===== config.mk =====
export PLATFORM = sky130hd
export DESIGN_NAME = srsc_cell
export DESIGN_NICKNAME = d
export VERILOG_FILES = /design/src/srsc_pkg.sv /design/src/srsc_cell.sv
export SDC_FILE = /design/constraint.sdc
export NUM_CORES = 1
export LEC_CHECK = 0
export BUFFER_PORTS_ARGS = -buffer_cell sky130_fd_sc_hd__buf_2
export CORE_AREA = 4 4 146 148
export DETAILED_ROUTE_END_ITERATION = 10
export DIE_AREA = 0 0 150 152
export MAX_ROUTING_LAYER = met4
export PLACE_DENSITY = 0.56
export SLEW_MARGIN = 20
export SYNTH_ARGS = -nofsm -noshare
export SYNTH_HDL_FRONTEND = slang
export SYNTH_SLANG_ARGS = --single-unit

===== constraint.sdc =====
create_clock -name clk_i -period 5.27 [get_ports clk_i]
set_input_delay 0.527 -clock clk_i [delete_from_list [all_inputs] [get_ports clk_i]]
set_output_delay 0.527 -clock clk_i [all_outputs]
set_load 0.02 [all_outputs]

===== src/srsc_pkg.sv =====
`timescale 1ns / 1ps
// ----------------------------------------------------------------------------
// Shadow return stack checker package
// Shared widths, request codes and the word types passed between the cells.
// ----------------------------------------------------------------------------
package srsc_pkg;

  localparam int unsigned ADDR_W  = 64;
  localparam int unsigned DEPTH_W = 7;

  localparam logic REQ_CALL   = 1'b0;
  localparam logic REQ_RETURN = 1'b1;

  typedef struct packed {
    logic [ADDR_W-1:0] ret_addr;
    logic [ADDR_W-1:0] frame;
  } entry_t;

  typedef struct packed {
    logic push;
    logic pop;
  } shift_t;

endpackage


===== src/srsc_cell.sv =====
`timescale 1ns / 1ps
// ----------------------------------------------------------------------------
// Shadow return stack cell
// One stack entry. On a push it takes the entry of the cell above it, on a
// pop the entry of the cell below it, and otherwise it holds.
// ----------------------------------------------------------------------------
module srsc_cell (
  input  logic            clk_i,
  input  srsc_pkg::shift_t ctl_i,
  input  srsc_pkg::entry_t above_i,
  input  srsc_pkg::entry_t below_i,
  output srsc_pkg::entry_t entry_o
);
  import srsc_pkg::*;

  entry_t entry_q;
  entry_t entry_d;

  always_comb begin
    entry_d = entry_q;
    if (ctl_i.push) begin
      entry_d = above_i;
    end else if (ctl_i.pop) begin
      entry_d = below_i;
    end
  end

  always_ff @(posedge clk_i) begin
    entry_q <= entry_d;
  end

  assign entry_o = entry_q;

endmodule


### Word-level counts from Yosys, hierarchy flattened

Cells that the tools add are included.

* muxes and demuxes: 2
* reduce and logical (&&, ||, !) cells: 1

Operators by type and width (number)
* $mux W128: 2
* $reduce_bool A2 Y1: 1

* bits in registers: 128
* input bits: 259
* output and inout bits: 128
* logic and storage cells: 5

### Longest topological paths before layout

Gate-level depths: netlist (run 1).

* depth in word-level cells: 2
* depth in mapped cells: 3
* gate-level depth less buffers: 1

### Worst setup path before layout (run 1)

Ideal clock, no wire load.

* path type: input -> register
* start: input ctl_i[1] in the netlist's numbering
* end: register entry_q, in the netlist entry_o[0], enable pin
* library setup time: 0.433 ns
* arrival: 2.375 ns
* required time: 4.837 ns
* path slack: 2.462 ns
* stages: 3
* path buffers: 2
* cell sequence: buf_6 buf_6 or2_2

* longest elaborated chain between the ends: 1

RTL lines
* start, declared: line srsc_cell.sv:9 `input srsc_pkg::shift_t ctl_i,`
* $reduce_bool A2 Y1 (no source line)
* end signal, assigned: line srsc_cell.sv:29 `entry_q <= entry_d;`
* end, declared: line srsc_cell.sv:16 `entry_t entry_q;`

No other way between the ends.
A chain may end at the register's enable or synchronous reset.

### Worst setup path after layout (run 1)

* start: input ctl_i[1] in the netlist's numbering
* end: register entry_q, in the netlist entry_o[2], enable pin

Same word-level chain as after synthesis.

==> results.py, run 1 <==
metrics = {
    "outcome": {
        "status": "finished, final reports clean",
    },
    "clocking": {
        "postCtsSetupBuffers": 0,
        "clk_pin_slew_ns": 0.06,
        "hold_buffers": 0,
        "cts_tree": "done",
        "cts_buffers": 17,
        "post_cts_resized": 0,
        "cts_sinks": 128,
        "cts_max_path_buffers": 2,
        "cts_root_buf": "clkbuf_16",
        "cts_max_level": 4,
    },
    "finish": {
        "regArea_mm2": 0.003844,
        "final_util": 0.4055,
        "antenna_cells": 0,
        "fin_cells": 947,
        "largest_reg_flops": 128,
        "layout.nets": 923,
        "multi_input_area_mm2": 0.001450,
        "drive_gt1_frac": 0.8035,
        "syn2layout_area_growth_pct": 49.29,
        "fill_cells": 1961,
        "fin_area_mm2": 0.008125,
    },
    "floorplanning": {
        "io-pin-count": 387,
        "rows": 52,
        "fp.coreArea_mm2": 0.02004,
        "start_util": 0.2716,
        "die_height_um": 152,
        "die_x_um": 150,
        "die_area_mm2": 0.02280,
    },
    "placement": {
        "numPortBuffers": 386,
        "place_area_mm2": 0.007594,
        "dp.cells": 915,
        "pre_cts_ws_ns": 2.421,
        "place_congestion": 0.7667,
    },
    "yosys": {
        "ys.flop_type": "edfxtp_1",
        "synth_nets": 530,
        "yosysWarningCount": 0,
        "synth_edf_count": 128,
        "synth_area_mm2": 0.005443,
        "synth_area_leaders": "edfxtp_1, mux2_2, buf_6",
        "yosysTopAreaCellShare": 0.7062,
        "synth_seq_cells": 128,
        "ys_types": 5,
        "synth_seq_area_share": 0.7062,
        "synthCells": 271,
        "yosys.area.top_type": "edfxtp_1",
        "synth_area_per_cell_um2": 20.08,
        "ys_top_cells_by_count": "edfxtp_1, mux2_2, buf_6",
        "ys_async_sr_fraction": 0,
    },
    "power": {
        "pwr-share-seq": 0.453,
        "switching_power_mw": 0.7249,
        "peakVddDrop_mv": 0.1885,
        "p_int_mw": 2.102,
        "share_comb_of_total_power": 0.172,
        "power_density_mw_per_mm2": 347.9,
        "clockPowerShare": 0.375,
        "finalPower_mw": 2.827,
        "power.share.switching": 0.2564,
        "p_leak_nw": 3.590,
    },
    "sta": {
        "hold_viol_final": 0,
        "clock.fmax_ghz": 0.4200,
        "rsz0062_at_grt": "false",
        "fin_hold_ws_ns": 0.4215,
        "layout_setup_ws_ns": 2.889,
        "setup_viol": 0,
        "period_share": 0.4518,
        "finalMaxSlewViolations": 0,
        "worstMarginPinSlew_ns": 0.8685,
        "min_period_ns": 2.381,
        "tns_ns": 0,
        "maxSlewHeadroom": 0.4210,
    },
    "worst_setup_path": {
        "path_class": "input pin to flip-flop",
        "arrival_ns": 2.44,
        "end_kind": "flip-flop",
        "critPathMaxFanout": 67,
        "cp_data_required_time_ns": 5.33,
        "cp-start-kind": "input pin",
    },
    "detailed_routing": {
        "drt-wirelength-per-cell_um": 16.46,
        "drc_errors": 0,
        "via_per_inst": 4.141,
        "drt_iter0_drc": 145,
        "ant_nets": 0,
        "drt_first_pass_iters": 4,
        "vias": 3922,
        "routed_wl_mm": 15.59,
    },
    "global_route": {
        "grt_usage": 0.1344,
        "gr-total-overflow": 0,
        "grt_pass1_vias": 4397,
        "grt_max_degree": 68,
        "grt_pass1_wl_mm": 22.93,
        "grt_antenna_before_repair": 0,
    },
    "worst_hold_path": {
        "holdCritPathClass": "input pin to flip-flop",
    },
    "run": {
        "maxCapViolCount": 0,
    },
}
-- logic make-up after synthesis --
group | count (synthesis) | synth area share
buf+inv | 14 | 0.02782
mux | 128 | 0.2648
simple gates | 1 | 0.001150
flops | 128 | 0.7062
-- final cells by class --
class,count,area share
Sequential cell,128,0.4731
Timing Repair Buffer,388,0.2415
Multi-Input combinational cell,129,0.1785
Clock buffer,20,0.05374
Tap cell,270,0.04158
Clock inverter,12,0.01170
-- power groups by stage --
stage	combinational [mW]	clock, mW	sequential, mW
6_report	0.486	1.06	1.28
5_1_grt	0.520	1.15	1.29
4_1_cts	0.496	1.09	1.28
3_5_place_dp	0.494	0	1.30
3_3_place_gp	0.491	0	1.30
2_1_floorplan	0.118	0	1.45
-- metal layers --
layer | track usage | wire length (um)
met5 | - | 0
met1 | 0.1375 | 5539
met2 | 0.2395 | 8301
met3 | 0.04528 | 1499
met4 | 0.04401 | 248
-- final timing paths --
check                 slack (ns)   startpoint  cells past startpoint          end
worst max-delay path        2.89     ctl_i[1]                      3   entry_o[2]
worst min-delay path        0.42  above_i[70]                      2  entry_o[70]
-- worst max-delay path: stages --
cell and delay, ns:
buf_4 0.56, or2_4 0.81, buf_12 0.38
-- layout by cell type, fill, tap and decap left out --
master and instances:
clkinv_1 2, edfxtp_1 128, buf_2 385, clkbuf_1 3, buf_4 2, clkbuf_16 17, clkinvlp_4 5, buf_12 1
mux2_2 128, bufinv_16 1, or2_4 1, clkinv_2 4
No activity file was read; power rests on OpenSTA's default activity.
==> run 2, diff against run 1 <==
--- a/config.mk
+++ b/config.mk
@@ -6,9 +6,9 @@
 export NUM_CORES = 1
 export LEC_CHECK = 0
 export BUFFER_PORTS_ARGS = -buffer_cell sky130_fd_sc_hd__buf_2
-export CORE_AREA = 4 4 146 148
+export CORE_AREA = 4 4 150 152
 export DETAILED_ROUTE_END_ITERATION = 10
-export DIE_AREA = 0 0 150 152
+export DIE_AREA = 0 0 154 156
 export MAX_ROUTING_LAYER = met4
 export PLACE_DENSITY = 0.56
 export SLEW_MARGIN = 20
==> constraint.sdc (replaced) <==
create_clock -name clk_i -period 2.15 [get_ports clk_i]
set_input_delay 0.215 -clock clk_i [delete_from_list [all_inputs] [get_ports clk_i]]
set_output_delay 0.215 -clock clk_i [all_outputs]
set_load 0.02 [all_outputs]
==> results.py, run 2 (synthesis gave the netlist of run 1 again) <==
metrics = {
    "worst_setup_path": {
        "path_cells": "buf_2",
        "max_stage_delay_ns": 0.43,
        "path_class": "flip-flop to output port",
        "worst_path_max_delay_cell": "edfxtp_1",
        "path_buf_inv": 1,
        "end_kind": "output port",
        "arrival_ns": 1.02,
        "cpLargestDelayFamily": "flip-flops",
        "critPathMaxFanout": 1,
        "cp-start-kind": "flip-flop",
        "cp-startpoint": "entry_o[40]",
        "cp_data_required_time_ns": 1.93,
    },
    "detailed_routing": {
        "drt_first_pass_iters": 4,
        "drt_iter0_drc": 157,
        "drc_errors": 0,
        "routed_wl_mm": 15.62,
        "met1_length_mm": 5.860,
        "vias": 3896,
        "ant_nets": 0,
        "wl_met2_mm": 8.019,
        "drt-wirelength-per-cell_um": 16.40,
        "wl_met3_mm": 1.577,
        "via_per_inst": 4.092,
        "highest_layer": "met4",
    },
    "power": {
        "finalPower_mw": 7.338,
        "power_density_mw_per_mm2": 887.7,
        "p_int_mw": 5.522,
        "power.share.switching": 0.2475,
        "clockPowerShare": 0.410,
        "pwr-share-seq": 0.427,
        "switching_power_mw": 1.816,
        "p_leak_nw": 3.653,
        "share_comb_of_total_power": 0.163,
        "peakVddDrop_mv": 0.4614,
    },
    "clocking": {
        "cts_tree": "done",
        "cts_max_level": 4,
        "cts_buffers": 17,
        "clk_pin_slew_ns": 0.06,
        "hold_buffers": 0,
        "cts_max_path_buffers": 2,
        "cts_root_buf": "clkbuf_16",
        "post_cts_resized": 0,
        "cts_sinks": 128,
        "postCtsSetupBuffers": 0,
    },
    "finish": {
        "largest_reg_flops": 128,
        "layout.nets": 925,
        "layout_common_cells": "buf_2, mux2_2, edfxtp_1",
        "fill_cells": 2015,
        "final_util": 0.3933,
        "layout.cells.most_common": "buf_2",
        "antenna_cells": 0,
        "drive_gt1_frac": 0.8095,
        "syn2layout_area_growth_pct": 51.89,
    },
    "sta": {
        "setup_viol": 0,
        "clock.fmax_ghz": 0.8084,
        "worstMarginPinSlew_ns": 0.3625,
        "tns_ns": 0,
        "finalMaxSlewViolations": 0,
        "maxSlewHeadroom": 0.7583,
        "period_share": 0.5753,
        "min_period_ns": 1.237,
        "fin_hold_ws_ns": 0.1090,
        "rsz0062_at_grt": "false",
        "hold_viol_final": 0,
    },
    "global_route": {
        "grt_max_degree": 63,
        "grt_usage": 0.1270,
        "gr-total-overflow": 0,
        "grt_antenna_before_repair": 0,
        "grt_pass1_wl_mm": 22.85,
        "grt_pass1_vias": 4260,
    },
    "worst_hold_path": {
        "min_path_cells": 2,
        "hp-start": "above_i[118]",
        "holdCritPathClass": "input pin to flip-flop",
        "min_to": "entry_o[118]",
    },
    "floorplanning": {
        "start_util": 0.2589,
        "rows": 53,
        "fp.coreArea_mm2": 0.02102,
        "die_area_mm2": 0.02402,
        "die_height_um": 156,
        "io-pin-count": 387,
        "die_x_um": 154,
    },
    "placement": {
        "hpwl_mm": 12.23,
        "numPortBuffers": 386,
        "place_congestion": 0.8744,
    },
    "outcome": {
        "status": "finished, final reports clean",
    },
    "run": {
        "maxCapViolCount": 0,
    },
}
==> run 2: routing by layer <==
metal | global-route usage | up-vias
li1 | - | 1865
met1 | 0.1394 | 1788
met2 | 0.2163 | 234
met3 | 0.04854 | 9
met4 | 0.03574 | 0
met5 | - | -
==> run 2: how the worst max path moves through the flow <==
stage                   to  slack (ns)  cells after the start
2_1_floorplan   entry_o[0]        0.29                      3
3_3_place_gp   entry_o[61]        0.69                      3
3_5_place_dp   entry_o[56]        0.64                      3
4_1_cts        entry_o[40]        0.87                      1
5_1_grt        entry_o[40]        0.88                      1
6_report       entry_o[40]        0.91                      1
==> run 2: power groups by stage <==
| stage | registers (mW) | logic, mW | clock network [mW] |
|---|---|---|---|
| after CTS | 3.14 | 1.22 | 3.10 |
| after global routing | 3.16 | 1.28 | 3.24 |
| after floorplan | 3.56 | 0.291 | 0 |
| final | 3.13 | 1.20 | 3.01 |
| after detailed placement | 3.19 | 1.22 | 0 |
| after global placement | 3.18 | 1.21 | 0 |
==> run 2: through the flow <==
step	std cells	instance area (um2)	setup slack, ns
CTS	952	8267	0.8727
global placement	922	7652	0.6940
detailed placement	922	7652	0.6433
global route	952	8267	0.8750
floorplan	271	5445	0.2933
finish	952	8267	0.9130
==> run 2: cell type report <==
type | count | area (um2) | area share
Tap cell | 275 | 344.1 | 0.04162
Sequential cell | 128 | 3844 | 0.4650
Timing Repair Buffer | 390 | 2014 | 0.2437
Clock inverter | 13 | 188.9 | 0.02285
Clock buffer | 17 | 425.4 | 0.05146
Multi-Input combinational cell | 129 | 1450 | 0.1754
